## src/rtl/tilt_pkg.sv

```systemverilog
// Shared types and constants for the accelerometer tilt filter.
// Used by the CORDIC/sqrt unit and the top level.
package tilt_pkg;

    localparam int AccW = 18;
    localparam int AngW = 17;
    localparam int TabLen = 24;
    localparam logic signed [AccW-1:0] AccLimit = 18'sd81920;
    localparam logic signed [AngW-1:0] AngLimit = 17'sd46080;
    localparam logic signed [AngW-1:0] RightAngle = 17'sd23040;
    localparam logic [19:0] ScaleQ16 = 20'd642947;

    localparam logic [2:0] REG_ERR_X = 3'd0;
    localparam logic [2:0] REG_ERR_Y = 3'd1;
    localparam logic [2:0] REG_ERR_Z = 3'd2;
    localparam logic [2:0] REG_ROLL_ERR = 3'd3;
    localparam logic [2:0] REG_PITCH_ERR = 3'd4;
    localparam logic [2:0] REG_GAIN = 3'd5;

    // atan(2^-i) in 1/65536 degree.
    function automatic logic [21:0] atan_entry(input logic [4:0] i);
        case (i)
            5'd0:  atan_entry = 22'd2949120;
            5'd1:  atan_entry = 22'd1740967;
            5'd2:  atan_entry = 22'd919879;
            5'd3:  atan_entry = 22'd466945;
            5'd4:  atan_entry = 22'd234379;
            5'd5:  atan_entry = 22'd117304;
            5'd6:  atan_entry = 22'd58666;
            5'd7:  atan_entry = 22'd29335;
            5'd8:  atan_entry = 22'd14668;
            5'd9:  atan_entry = 22'd7334;
            5'd10: atan_entry = 22'd3667;
            5'd11: atan_entry = 22'd1833;
            5'd12: atan_entry = 22'd917;
            5'd13: atan_entry = 22'd458;
            5'd14: atan_entry = 22'd229;
            5'd15: atan_entry = 22'd115;
            5'd16: atan_entry = 22'd57;
            5'd17: atan_entry = 22'd29;
            5'd18: atan_entry = 22'd14;
            5'd19: atan_entry = 22'd7;
            5'd20: atan_entry = 22'd4;
            5'd21: atan_entry = 22'd2;
            5'd22: atan_entry = 22'd1;
            default: atan_entry = 22'd0;
        endcase
    endfunction

    function automatic logic signed [AccW-1:0] sat_acc(input logic signed [19:0] v);
        if (v > 20'(AccLimit)) sat_acc = AccLimit;
        else if (v < -20'(AccLimit)) sat_acc = -AccLimit;
        else sat_acc = v[AccW-1:0];
    endfunction

    function automatic logic signed [AngW-1:0] sat_ang(input logic signed [23:0] v);
        if (v > 24'(AngLimit)) sat_ang = AngLimit;
        else if (v < -24'(AngLimit)) sat_ang = -AngLimit;
        else sat_ang = v[AngW-1:0];
    endfunction

endpackage

```

## src/rtl/tilt_angle_unit.sv

```systemverilog
// Iterative tilt angle unit: bitwise square root followed by CORDIC vectoring.
// Depends on tilt_pkg for the angle table.
module tilt_angle_unit #(
    parameter int CORDIC_STEPS = 16
) (
    input  logic                              aclk,
    input  logic                              aresetn,
    input  logic                              start,
    input  logic signed [tilt_pkg::AccW-1:0]  num,
    input  logic signed [tilt_pkg::AccW-1:0]  a_in,
    input  logic signed [tilt_pkg::AccW-1:0]  b_in,
    output logic                              done,
    output logic signed [tilt_pkg::AngW-1:0]  angle
);
    typedef enum logic [2:0] {S_IDLE, S_SQA, S_SQB, S_ROOT, S_CORD, S_END} state_t;
    localparam int Steps = (CORDIC_STEPS < tilt_pkg::TabLen) ? CORDIC_STEPS : tilt_pkg::TabLen;

    state_t state_reg;
    logic [4:0] cnt_reg;
    logic signed [tilt_pkg::AccW-1:0] num_reg, b_reg;
    logic [26:0] rem_reg;
    logic [26:0] res_reg;
    logic signed [35:0] x_reg, y_reg;
    logic signed [31:0] z_reg;
    logic signed [tilt_pkg::AngW-1:0] angle_reg;
    logic done_reg;

    // One restoring square-root digit per cycle over a 54-bit radicand.
    logic [53:0] rad_reg;
    logic [28:0] trial;
    logic [28:0] rem_sh;
    always_comb begin
        rem_sh = {rem_reg, rad_reg[53:52]};
        trial = {res_reg, 2'b01};
    end

    logic signed [35:0] sq;
    assign sq = 36'(a_in) * 36'(a_in);
    logic signed [35:0] sqb;
    assign sqb = 36'(b_reg) * 36'(b_reg);

    logic signed [35:0] dx, dy;
    assign dx = y_reg >>> cnt_reg;
    assign dy = x_reg >>> cnt_reg;
    logic signed [31:0] zr;
    assign zr = (z_reg + 32'sd128) >>> 8;

    always_ff @(posedge aclk) begin
        if (!aresetn) begin
            state_reg <= S_IDLE;
            done_reg <= 1'b0;
        end else begin
            done_reg <= 1'b0;
            case (state_reg)
                S_IDLE: if (start) begin
                    num_reg <= num;
                    b_reg <= b_in;
                    rad_reg <= {18'd0, sq};
                    state_reg <= S_SQB;
                end
                S_SQB: begin
                    rad_reg <= {rad_reg[37:0] + sqb[37:0] , 16'd0};
                    rem_reg <= '0;
                    res_reg <= '0;
                    cnt_reg <= 5'd0;
                    state_reg <= S_ROOT;
                end
                S_ROOT: begin
                    if (rem_sh >= trial) begin
                        rem_reg <= 27'(rem_sh - trial);
                        res_reg <= {res_reg[25:0], 1'b1};
                    end else begin
                        rem_reg <= rem_sh[26:0];
                        res_reg <= {res_reg[25:0], 1'b0};
                    end
                    rad_reg <= {rad_reg[51:0], 2'b00};
                    if (cnt_reg == 5'd26) begin
                        cnt_reg <= 5'd0;
                        state_reg <= S_SQA;
                    end else begin
                        cnt_reg <= cnt_reg + 5'd1;
                    end
                end
                S_SQA: begin
                    x_reg <= 36'(res_reg);
                    y_reg <= 36'(num_reg) <<< 8;
                    z_reg <= '0;
                    if (res_reg == '0) begin
                        if (num_reg > 0) angle_reg <= tilt_pkg::RightAngle;
                        else if (num_reg < 0) angle_reg <= -tilt_pkg::RightAngle;
                        else angle_reg <= '0;
                        state_reg <= S_END;
                    end else begin
                        state_reg <= S_CORD;
                    end
                end
                S_CORD: begin
                    if (y_reg >= 0) begin
                        x_reg <= x_reg + dx;
                        y_reg <= y_reg - dy;
                        z_reg <= z_reg + 32'(tilt_pkg::atan_entry(cnt_reg));
                    end else begin
                        x_reg <= x_reg - dx;
                        y_reg <= y_reg + dy;
                        z_reg <= z_reg - 32'(tilt_pkg::atan_entry(cnt_reg));
                    end
                    if (cnt_reg == 5'(Steps - 1)) state_reg <= S_END;
                    else cnt_reg <= cnt_reg + 5'd1;
                end
                S_END: begin
                    if (res_reg != '0) angle_reg <= zr[tilt_pkg::AngW-1:0];
                    done_reg <= 1'b1;
                    state_reg <= S_IDLE;
                end
                default: state_reg <= S_IDLE;
            endcase
        end
    end
    assign done = done_reg;
    assign angle = angle_reg;

`ifndef SYNTHESIS
    a_done_one: assert property (@(posedge aclk) disable iff (!aresetn)
        done_reg |=> !done_reg) else $error("done held two cycles");
    a_root_cnt: assert property (@(posedge aclk) disable iff (!aresetn)
        state_reg == S_ROOT |-> cnt_reg <= 5'd26) else $error("root count overrun");
    a_angle_rng: assert property (@(posedge aclk) disable iff (!aresetn)
        done_reg |-> (angle_reg <= 17'sd23100 && angle_reg >= -17'sd23100))
        else $error("angle out of range");
`endif
endmodule

```

## src/rtl/accel_tilt_angle_filter.sv

```systemverilog
// Accelerometer tilt filter: one sample in, corrected axes plus roll/pitch out.
// Steps from input to output transaction: scaling of the three axes in the shared multiplier,
// two passes of the shared sqrt/CORDIC unit (roll, then pitch), then the roll and pitch filters.
// One item in flight; a new input is taken only once the last result has left the output,
// and an angle with a zero denominator skips its CORDIC rotations.
// aresetn is synchronous: registers return to reset values, filters clear.
module accel_tilt_angle_filter #(
    parameter int CORDIC_STEPS = 16,
    parameter int FILTER_EXTRA_BITS = 16
) (
    input  logic         aclk,
    input  logic         aresetn,
    input  logic         s_tvalid,
    output logic         s_tready,
    input  logic [39:0]  s_tdata,   // raw_x[12:0], raw_y[25:13], raw_z[38:26]
    output logic         m_tvalid,
    input  logic         m_tready,
    output logic [127:0] m_tdata,   // accel_x, accel_y, accel_z, roll_angle, pitch_angle,
                                    // roll_smoothed, pitch_smoothed
    input  logic         cfg_valid,
    output logic         cfg_ready,
    input  logic [2:0]   cfg_index,
    input  logic [16:0]  cfg_data
);
    localparam int E = FILTER_EXTRA_BITS;
    localparam int FW = tilt_pkg::AngW + E + 2;

    typedef enum logic [2:0] {S_IDLE, S_SCALE, S_ROLL, S_PITCH, S_FILT, S_OUT} state_t;

    logic signed [16:0] err_x_reg, err_y_reg, err_z_reg;
    logic signed [15:0] roll_err_reg, pitch_err_reg;
    logic [15:0] gain_reg;

    state_t state_reg;
    logic [1:0] ax_reg;
    logic started_reg;
    logic signed [12:0] raw_reg [3];
    logic signed [tilt_pkg::AccW-1:0] acc_reg [3];
    logic signed [tilt_pkg::AngW-1:0] roll_reg, pitch_reg, rs_reg, ps_reg;
    logic signed [FW-1:0] racc_reg, pacc_reg;
    logic fsel_reg;

    assign cfg_ready = 1'b1;
    always_ff @(posedge aclk) begin
        if (!aresetn) begin
            err_x_reg <= '0; err_y_reg <= '0; err_z_reg <= '0;
            roll_err_reg <= '0; pitch_err_reg <= '0; gain_reg <= 16'd3932;
        end else if (cfg_valid) begin
            case (cfg_index)
                tilt_pkg::REG_ERR_X: err_x_reg <= cfg_data;
                tilt_pkg::REG_ERR_Y: err_y_reg <= cfg_data;
                tilt_pkg::REG_ERR_Z: err_z_reg <= cfg_data;
                tilt_pkg::REG_ROLL_ERR: roll_err_reg <= cfg_data[15:0];
                tilt_pkg::REG_PITCH_ERR: pitch_err_reg <= cfg_data[15:0];
                tilt_pkg::REG_GAIN: gain_reg <= cfg_data[15:0];
                default: ;
            endcase
        end
    end

    // Shared scale multiplier, one axis per cycle.
    logic signed [16:0] err_sel;
    logic signed [33:0] prod;
    logic signed [19:0] scaled;
    always_comb begin
        case (ax_reg)
            2'd0: err_sel = err_x_reg;
            2'd1: err_sel = err_y_reg;
            default: err_sel = err_z_reg;
        endcase
        prod = 34'(raw_reg[ax_reg]) * $signed({1'b0, tilt_pkg::ScaleQ16}) + 34'sd32768;
        scaled = 20'(prod >>> 16) - 20'(err_sel);
    end

    logic unit_start, unit_done;
    logic signed [tilt_pkg::AccW-1:0] u_num, u_a, u_b;
    logic signed [tilt_pkg::AngW-1:0] u_angle;
    always_comb begin
        if (state_reg == S_ROLL) begin
            u_num = acc_reg[1]; u_a = acc_reg[0]; u_b = acc_reg[2];
        end else begin
            u_num = -acc_reg[0]; u_a = acc_reg[1]; u_b = acc_reg[2];
        end
    end
    assign unit_start = (state_reg == S_ROLL || state_reg == S_PITCH) && !started_reg;

    tilt_angle_unit #(.CORDIC_STEPS(CORDIC_STEPS)) u_angle_unit (
        .aclk(aclk), .aresetn(aresetn), .start(unit_start), .num(u_num),
        .a_in(u_a), .b_in(u_b), .done(unit_done), .angle(u_angle)
    );

    logic signed [23:0] ang_diff;
    assign ang_diff = 24'(u_angle) - 24'((state_reg == S_ROLL) ? roll_err_reg : pitch_err_reg);

    // Shared filter multiply, roll then pitch.
    logic signed [FW-1:0] facc, fnew;
    logic signed [FW+1:0] fdiff;
    logic signed [FW+18:0] fprod;
    logic signed [FW-1:0] fround;
    always_comb begin
        facc = fsel_reg ? pacc_reg : racc_reg;
        fdiff = ((FW+2)'(fsel_reg ? pitch_reg : roll_reg) <<< E) - (FW+2)'(facc);
        fprod = (FW+19)'(fdiff) * $signed({1'b0, gain_reg});
        fnew = facc + FW'(fprod >>> 16);
        fround = (fnew + (FW'(1) <<< (E-1))) >>> E;
    end

    always_ff @(posedge aclk) begin
        if (!aresetn) begin
            state_reg <= S_IDLE;
            started_reg <= 1'b0;
            racc_reg <= '0;
            pacc_reg <= '0;
        end else begin
            case (state_reg)
                S_IDLE: if (s_tvalid) begin
                    raw_reg[0] <= s_tdata[12:0];
                    raw_reg[1] <= s_tdata[25:13];
                    raw_reg[2] <= s_tdata[38:26];
                    ax_reg <= 2'd0;
                    state_reg <= S_SCALE;
                end
                S_SCALE: begin
                    acc_reg[ax_reg] <= tilt_pkg::sat_acc(scaled);
                    if (ax_reg == 2'd2) state_reg <= S_ROLL;
                    ax_reg <= ax_reg + 2'd1;
                end
                S_ROLL: begin
                    started_reg <= 1'b1;
                    if (unit_done) begin
                        roll_reg <= tilt_pkg::sat_ang(ang_diff);
                        started_reg <= 1'b0;
                        state_reg <= S_PITCH;
                    end
                end
                S_PITCH: begin
                    started_reg <= 1'b1;
                    if (unit_done) begin
                        pitch_reg <= tilt_pkg::sat_ang(ang_diff);
                        started_reg <= 1'b0;
                        fsel_reg <= 1'b0;
                        state_reg <= S_FILT;
                    end
                end
                S_FILT: begin
                    if (!fsel_reg) begin
                        racc_reg <= fnew;
                        rs_reg <= tilt_pkg::sat_ang(24'(fround));
                        fsel_reg <= 1'b1;
                    end else begin
                        pacc_reg <= fnew;
                        ps_reg <= tilt_pkg::sat_ang(24'(fround));
                        state_reg <= S_OUT;
                    end
                end
                S_OUT: if (m_tready) state_reg <= S_IDLE;
                default: state_reg <= S_IDLE;
            endcase
        end
    end

    assign s_tready = (state_reg == S_IDLE);
    assign m_tvalid = (state_reg == S_OUT);
    assign m_tdata = {6'd0, ps_reg, rs_reg, pitch_reg, roll_reg,
                      acc_reg[2], acc_reg[1], acc_reg[0]};

`ifndef SYNTHESIS
    a_excl: assert property (@(posedge aclk) disable iff (!aresetn)
        !(s_tready && m_tvalid)) else $error("input and output open together");
    a_hold: assert property (@(posedge aclk) disable iff (!aresetn)
        m_tvalid && !m_tready |=> m_tvalid) else $error("result dropped");
    a_start: assert property (@(posedge aclk) disable iff (!aresetn)
        unit_start |=> !unit_start) else $error("double unit start");
`endif
endmodule
```

## config.mk

```make
export PLATFORM = sky130hd
export DESIGN_NAME = accel_tilt_angle_filter
export DESIGN_NICKNAME = d
export VERILOG_FILES = /design/src/rtl/tilt_pkg.sv /design/src/rtl/tilt_angle_unit.sv /design/src/rtl/accel_tilt_angle_filter.sv
export SDC_FILE = /design/constraint.sdc
export NUM_CORES = 2
export LEC_CHECK = 0
export CAP_MARGIN = 20
export CORE_UTILIZATION = 55
export CTS_BUF_LIST = sky130_fd_sc_hd__clkbuf_8
export CTS_CLUSTER_DIAMETER = 30
export DETAILED_ROUTE_END_ITERATION = 10
export DONT_BUFFER_PORTS = 1
export PLACE_DENSITY = 0.77
export SYNTH_ARGS = -nofsm -noshare
export SYNTH_HDL_FRONTEND = slang
export SYNTH_SLANG_ARGS = --single-unit
export TNS_END_PERCENT = 30
```

## constraint.sdc

```tcl
create_clock -name aclk -period 18.4 [get_ports aclk]
set_clock_uncertainty 0.2 [all_clocks]
set_input_delay 1.84 -clock aclk [delete_from_list [all_inputs] [get_ports aclk]]
set_output_delay 1.84 -clock aclk [all_outputs]
set_load 0.03 [all_outputs]
```

**Word level (Yosys, flattened, before mapping)**

Memory sizes are Yosys's and may differ from the RTL's. A register that Yosys moved wholly into a read port is not among the register bits.
Cells that the tools add are included.

- Flip-flop bits (word level): 500
- RAM bits: 93
- Memory bits (read-only): 1408
- Bits of input ports: 65
- Output and inout bits: 131
- Logic and storage cells: 202
- Memories kept: 4

- $add $sub $neg: 17
- Multipliers: 3
- $lt $le $gt $ge: 10
- Equal/unequal tests: 31
- Shifts and indexed selects: 2
- Mux-type cells: 68
- Bitwise gates (word level): 1
- Reductions and logical operators: 39

Memory list:

| memory | depth | bits a word | rd ports | clocked after memory_dff | wr ports | line | source |
|---|---|---|---|---|---|---|---|
| (no name shown) | 32 | 22 | 1 | 1 | 0 | tilt_pkg.sv:22 | `case (i)` |
| (no name shown) | 32 | 22 | 1 | 1 | 0 | tilt_pkg.sv:22 |  |
| acc_reg | 3 | 18 | 3 | 0 | 1 | accel_tilt_angle_filter.sv:38 | `logic signed [tilt_pkg::AccW-1:0] acc_reg [3];` |
| raw_reg | 3 | 13 | 1 | 1 | 3 | accel_tilt_angle_filter.sv:37 | `logic signed [12:0] raw_reg [3];` |

Operator list:

| kind | number |
|---|---|
| case mux 54 bit (3 select lines) | 1 |
| case mux 36 bit (2 select lines) | 2 |
| two-way mux 17 bit | 8 |
| two-way mux 22 bit | 6 |
| two-way mux 18 bit | 6 |
| case mux 27 bit (2 select lines) | 2 |
| adder 36 bit | 2 |
| two-way mux 36 bit | 2 |
| >>> shifter 36 x 5 -> 36 bit | 2 |
| subtractor 36 bit | 2 |
| case mux 17 bit (2 select lines) | 2 |
| case mux 32 bit (2 select lines) | 1 |
| two-way mux 54 bit | 1 |
| multiplier 37 x 17 -> 51 bit | 1 |
| subtractor 37 x 35 -> 37 bit | 1 |
| >= comparator 36 x 1 -> 1 bit, second input constant | 1 |
| multiplier 18 x 18 -> 36 bit | 1 |
| adder 35 x 17 -> 35 bit, second input constant | 1 |
| adder 35 bit | 1 |
| two-way mux 35 bit | 1 |
| adder 34 x 17 -> 34 bit, second input constant | 1 |
| multiplier 13 x 21 -> 34 bit, second input constant | 1 |
| adder 32 x 22 -> 32 bit | 1 |
| two-way mux 32 bit | 1 |
| other kinds (53) | 123 |

**Longest topological paths before layout**

- Word-level depth: 8
- Depth in mapped cells: 58
- Depth with buffers taken out: 50

**Modules after synthesis**

A second synthesis with hierarchy kept.

- Cell total of the unflattened synthesis: 8549
- Area total of the unflattened synthesis: 78108.7 sq um

Modules (own cells, without submodules):

| module | times used | cells an instance | area an instance (sq um) | seq. area each (sq um) |
|---|---|---|---|---|
| accel_tilt_angle_filter | 1 | 4835 | 43256.5 | 8428.1 |
| tilt_angle_unit | 1 | 3714 | 34852.2 | 7847.5 |

**Worst setup path before layout**

Ideal clock, no wire load.

- Path kind: register -> register
- Start: register fsel_reg
- End: register ps_reg[0] (netlist bit), data pin
- Library setup time: 0.258 ns
- Data arrival time: 13.073 ns
- Data required time: 17.942 ns
- Setup slack: 4.868 ns
- Stages on the path, launching flop included: 57
- Buffers on the path: 8
- Clock period less this slack: 13.532 ns
- Cells stage by stage: edfxtp_1 > buf_2 > buf_2 > clkbuf_1 > clkbuf_1 > buf_1 > clkbuf_1 > mux2i_1 > ha_1 > o21ai_0 > nor4_2 > o21ai_0 > xor2_1 > clkbuf_1 > nand2_1 > fa_1 > inv_1 > fa_1 > [... 21 more ...] > a21oi_1 > xnor2_1 > ha_1 > a2111oi_4 > o21a_1 > o221ai_2 > or4b_1 > buf_2 > and2_4 > nor4_4 > o31ai_2 > nor3_4 > nand2_1 > a2111o_1 > o2111ai_1 > a21oi_1 > nand2b_1 > and3_1

- Longest elaborated chain between the ends: 8
- Elaborated cells on any way between the ends: 10

Ends and longest elaborated chain:

| item | line | source |
|---|---|---|
| start: declaration | accel_tilt_angle_filter.sv:41 | `logic fsel_reg;` |
| start signal: assignment | accel_tilt_angle_filter.sv:141 | `fsel_reg <= 1'b0;` |
| start signal: assignment | accel_tilt_angle_filter.sv:149 | `fsel_reg <= 1'b1;` |
| two-way mux 35 bit / two-way mux 21 bit (equally long branches) | accel_tilt_angle_filter.sv:101, accel_tilt_angle_filter.sv:102 |  |
| subtractor 37 x 35 -> 37 bit | accel_tilt_angle_filter.sv:102 | `fdiff = ((FW+2)'(fsel_reg ? pitch_reg : roll_reg) <<< E) - (FW+2)'(facc);` |
| multiplier 37 x 17 -> 51 bit | accel_tilt_angle_filter.sv:103 | `fprod = (FW+19)'(fdiff) * $signed({1'b0, gain_reg});` |
| adder 35 bit (*) | accel_tilt_angle_filter.sv:104 | `fnew = facc + FW'(fprod >>> 16);` |
| adder 35 x 17 -> 35 bit (*) | accel_tilt_angle_filter.sv:105 | `fround = (fnew + (FW'(1) <<< (E-1))) >>> E;` |
| less-than comparator 19 x 17 -> 1 bit | tilt_pkg.sv:58 | `else if (v < -24'(AngLimit)) sat_ang = -AngLimit;` |
| two-way mux 17 bit | tilt_pkg.sv:58 |  |
| two-way mux 17 bit (*) | tilt_pkg.sv:57 | `if (v > 24'(AngLimit)) sat_ang = AngLimit;` |
| end signal: assignment | accel_tilt_angle_filter.sv:152 | `ps_reg <= tilt_pkg::sat_ang(24'(fround));` |
| end: declaration | accel_tilt_angle_filter.sv:39 | `logic signed [tilt_pkg::AngW-1:0] roll_reg, pitch_reg, rs_reg, ps_reg;` |

Mark *: on every way between the ends. The rest lies on a longest branch, timed or not.
A chain may end at the register's enable or synchronous reset.

**Worst setup path after layout**

- Start: register fsel_reg
- End: register rs_reg[6] (netlist bit), data pin

- Longest elaborated chain between the ends: 8
- Elaborated cells on any way between the ends: 10

Ends and longest elaborated chain:

| item | line | source |
|---|---|---|
| two-way mux 35 bit / two-way mux 21 bit (equally long branches) | accel_tilt_angle_filter.sv:101, accel_tilt_angle_filter.sv:102 |  |
| subtractor 37 x 35 -> 37 bit | accel_tilt_angle_filter.sv:102 |  |
| multiplier 37 x 17 -> 51 bit | accel_tilt_angle_filter.sv:103 |  |
| adder 35 bit (*) | accel_tilt_angle_filter.sv:104 |  |
| adder 35 x 17 -> 35 bit (*) | accel_tilt_angle_filter.sv:105 |  |
| less-than comparator 19 x 17 -> 1 bit | tilt_pkg.sv:58 |  |
| two-way mux 17 bit | tilt_pkg.sv:58 |  |
| two-way mux 17 bit (*) | tilt_pkg.sv:57 |  |
| end signal: assignment | accel_tilt_angle_filter.sv:148 | `rs_reg <= tilt_pkg::sat_ang(24'(fround));` |
| end: declaration | accel_tilt_angle_filter.sv:39 |  |

Marked as above.

==> results.txt <==
----------------------------------------------------
[Run status]
  Status ... finished clean

[Critical path]
  Largest stage delay, worst path ... 770 ps
  Max stage delay cell, worst path ... edfxtp_1
  Most frequent cell on the critical path ... fa_1
  Worst Path Arrival ... 15260 ps
  Category of the critical setup timing path ... register to register
  Startpoint kind of the worst setup timing path ... register
  Highest fanout seen on the critical path ... 57
  Kind of end point of the critical path ... register
  WP data required ... 18800 ps

[Detailed routing]
  Overall routed net length ... 199000 um
  First-iteration detailed-routing DRC count ... 4832
  Average detailed-routed wire length per instance ... 19.9 um
  DR vias ... 58200
  Vias/cell ... 5.81
  First-pass iteration count of the detailed router ... 5
  Remaining routing DRC violations ... 0
  Detail Route Antenna Nets ... 0

[Layout]
  Final nets ... 9680
  Share of layout cells above drive strength 1 ... 6.98%
  Layout overhead on the synthesized area ... 6.42%
  Number of flip-flops in the largest register ... 54

[STA]
  Unrepaired setup endpoints after global routing ... no
  Total negative slack for setup checks ... 0 ps
  Final Hold Violating Endpoints ... 0
  Slew of the pin with the lowest slew margin ... 1110 ps
  Worst hold slack ... 261 ps
  Final worst path period share ... 80.8%
  Max Clk Rate ... 67.3 MHz
  Worst slew margin relative to its limit ... 25.4%
  Final setup violation count ... 0
  Crit path time final ... 14860 ps
  Max-slew violations ... 0

[Clock tree]
  TritonCTS clock tree ... built
  Post-CTS setup buffers ... 0
  Number of gates resized after cts ... 0
  Later-pin clock latency in the skew report ... 860 ps
  Number of clock buffers inserted by TritonCTS ... 137
  Number of buffers inserted for hold repair after clock tree synthesis ... 0
  Depth of the CTS H-tree ... 4
  Clock sink count ... 609
  CTS Buffer Depth ... 3
  Clock input transition at the sequential cells of the worst setup and hold paths ... 60 ps
  Library cell used as clock root buffer ... clkbuf_8

[Place]
  Number of port buffers ... 0
  Final estimated routing congestion in global placement ... 0.990
  Half-perimeter wire length after detailed placement ... 152000 um

[Logic synthesis]
  Share of the yosys chip area belonging to registers ... 21.6%
  Post-synthesis instance area ... 75500 um^2
  Area share of fa/ha/maj cells after synthesis ... 33.7%
  Multiplexer share of the synthesized area ... 5.28%
  Largest family of logic cells by synthesized area ... adder cells
  Area fraction in and, or, nand and nor cells after synthesis ... 15.6%
  Number of storage elements in the synthesis netlist ... 609
  Number of warnings reported in the yosys synthesis log ... 0
  Asr flop ratio synth ... 0%
  Xor-xnor portion of the synthesized cell area ... 4.68%
  Post-Syn Area per Cell ... 9.18 um^2
  Distinct cell type count of the synthesized netlist ... 120
  Instance count of the mapped netlist ... 8225
  Main synth FF type ... edfxtp_1
  Area fraction in compound gates after synthesis ... 10.9%
  EDFF count, synth ... 408

[Floorplan]
  Starting Density ... 55.6%
  Area of the placeable core ... 136000 um^2
  Number of placement rows ... 135
  Die area ... 139000 um^2
  Chip Width ... 372 um
  Count of boundary I/O pins ... 196
  Floorplan die height ... 372 um

[Global routing]
  Antenna violations before repair ... 7
  Overall routing resource usage ... 29.2%
  Largest net degree at the start of global routing ... 192
  First-pass GRT wire length ... 318000 um
  Total gr overflow ... 0
  Vias in the first global route ... 59800

[Job]
  Max-capacitance violation count ... 0

[Worst hold path]
  Worst hold-check path type ... register to register

----------------------------------------------------
==> critical path: cells and delay by family, from the launching register on <==
| family | cells | cell delay [ps] |
|---|---|---|
| buffers and inverters | 8 | 1710 |
| flip-flops | 1 | 770 |
| adder cells (fa/ha/maj) | 8 | 3790 |
| multiplexers | 2 | 710 |
| AND/OR/NAND/NOR | 12 | 3030 |
| AO/OA/AOI/OAI | 16 | 3430 |
| XOR/XNOR | 3 | 930 |
==> cell type report <==
class	instances	area [um^2]
clock buffers	144	1980
multi-input cells	5981	53000
repair buffers	97	728
fillers	11400	55500
flip-flops and latches	609	16300
well taps	1781	2230
diodes	1	2.50
clock inverters	107	1180
inverters	1304	4890
==> per-layer routing <==
metal / global-route usage [%] / wire length, um
met5: 0 / 0
met1: 37.4 / 79100
met4: 12.1 / 7990
met3: 6.74 / 18300
met2: 47.6 / 93700
==> path summary, 6_finish.rpt <==
| kind | cells after the start | endpoint | slack [ps] | start |
|---|---|---|---|---|
| worst max-delay path | 49 | rs_reg[6] | 3540 | fsel_reg |
| worst min-delay path | 2 | pitch_err_reg[8] | 260 | pitch_err_reg[8] |
| worst max register to register | 49 | rs_reg[6] | 3540 | fsel_reg |
| worst min register to register | 2 | pitch_err_reg[8] | 260 | pitch_err_reg[8] |
==> kinds of logic after synthesis <==
group	count (synthesis)
AND/OR/NAND/NOR	2551
flip-flops	609
adder cells (fa/ha/maj)	1485
multiplexers	287
XOR/XNOR	399
other	2
AO/OA/AOI/OAI	1252
buffers and inverters	1640
==> per-stage QoR <==
step	utilization, %	area [um^2]	setup slack (ps)	instances
floorplan	-	75500	4870	8230
global placement	56.8	77100	3640	9768
detailed placement	56.8	77100	3390	9768
CTS	59.1	80300	3340	10000
global route	59.2	80300	2540	10000
finish	59.2	80300	3540	10000
==> cells in the mapped netlist, types with 15 or more instances <==
| master | number | area share (%) |
|---|---|---|
| dfxtp_1 | 201 | 5.3 |
| a211oi_1 | 32 | 0.32 |
| ha_1 | 572 | 9.5 |
| mux2i_1 | 132 | 1.8 |
| nor2b_1 | 56 | 0.46 |
| a21o_1 | 110 | 1.1 |
| clkbuf_1 | 274 | 1.4 |
| o21bai_1 | 25 | 0.25 |
| o21ai_1 | 19 | 0.13 |
| mux2_2 | 69 | 1.0 |
| buf_1 | 29 | 0.14 |
| a31oi_1 | 38 | 0.31 |
| a21oi_1 | 284 | 1.9 |
| o21ai_0 | 285 | 1.9 |
| a21boi_0 | 156 | 1.6 |
| or3_1 | 24 | 0.20 |
| o211a_1 | 21 | 0.28 |
| buf_2 | 15 | 0.099 |
| nand4_1 | 29 | 0.24 |
| fa_1 | 913 | 24 |
| o31ai_1 | 39 | 0.39 |
| nor4_1 | 30 | 0.25 |
| or2_2 | 26 | 0.22 |
| and3_1 | 76 | 0.63 |
| inv_1 | 1288 | 6.4 |
| nor3_1 | 128 | 0.85 |
| nor2_1 | 485 | 2.4 |
| nand2_1 | 1171 | 5.8 |
| o21a_1 | 67 | 0.67 |
| a22o_1 | 18 | 0.21 |
| nor3b_1 | 17 | 0.17 |
| o211ai_1 | 24 | 0.24 |
| xor2_1 | 149 | 1.7 |
| nand3_1 | 119 | 0.79 |
| nand2b_1 | 59 | 0.49 |
| and2_1 | 264 | 2.2 |
| edfxtp_1 | 408 | 16 |
| xnor2_1 | 247 | 2.9 |
| mux4_2 | 79 | 2.4 |
==> cell usage in the layout, fill, tap and decap left out, types with 18 or more instances in the layout <==
cell / count
nand2b_1: 59
nand2_1: 1171
o211a_1: 21
o21a_1: 67
mux4_2: 79
nand4_1: 29
nor2b_1: 55
o211ai_1: 24
xor2_1: 145
ha_1: 572
dfxtp_1: 191
nor2_1: 482
mux2i_1: 132
a21boi_0: 156
a22o_1: 18
o21ai_1: 19
clkbuf_8: 144
a211oi_1: 32
bufinv_16: 20
xnor2_1: 246
inv_1: 1302
nand3_1: 119
a21oi_1: 283
a21o_1: 110
and3_1: 74
and2_1: 263
a31oi_1: 38
nor4_1: 30
edfxtp_1: 408
o21ai_0: 285
or2_2: 26
buf_4: 94
clkinv_1: 21
o31ai_1: 39
or3_1: 24
mux2_2: 69
nor3_1: 127
o21bai_1: 25
fa_1: 913
Power is left out: the tool's default activity adds up to more than one toggle a clock period on the data nets, which glitch-free logic cannot reach.
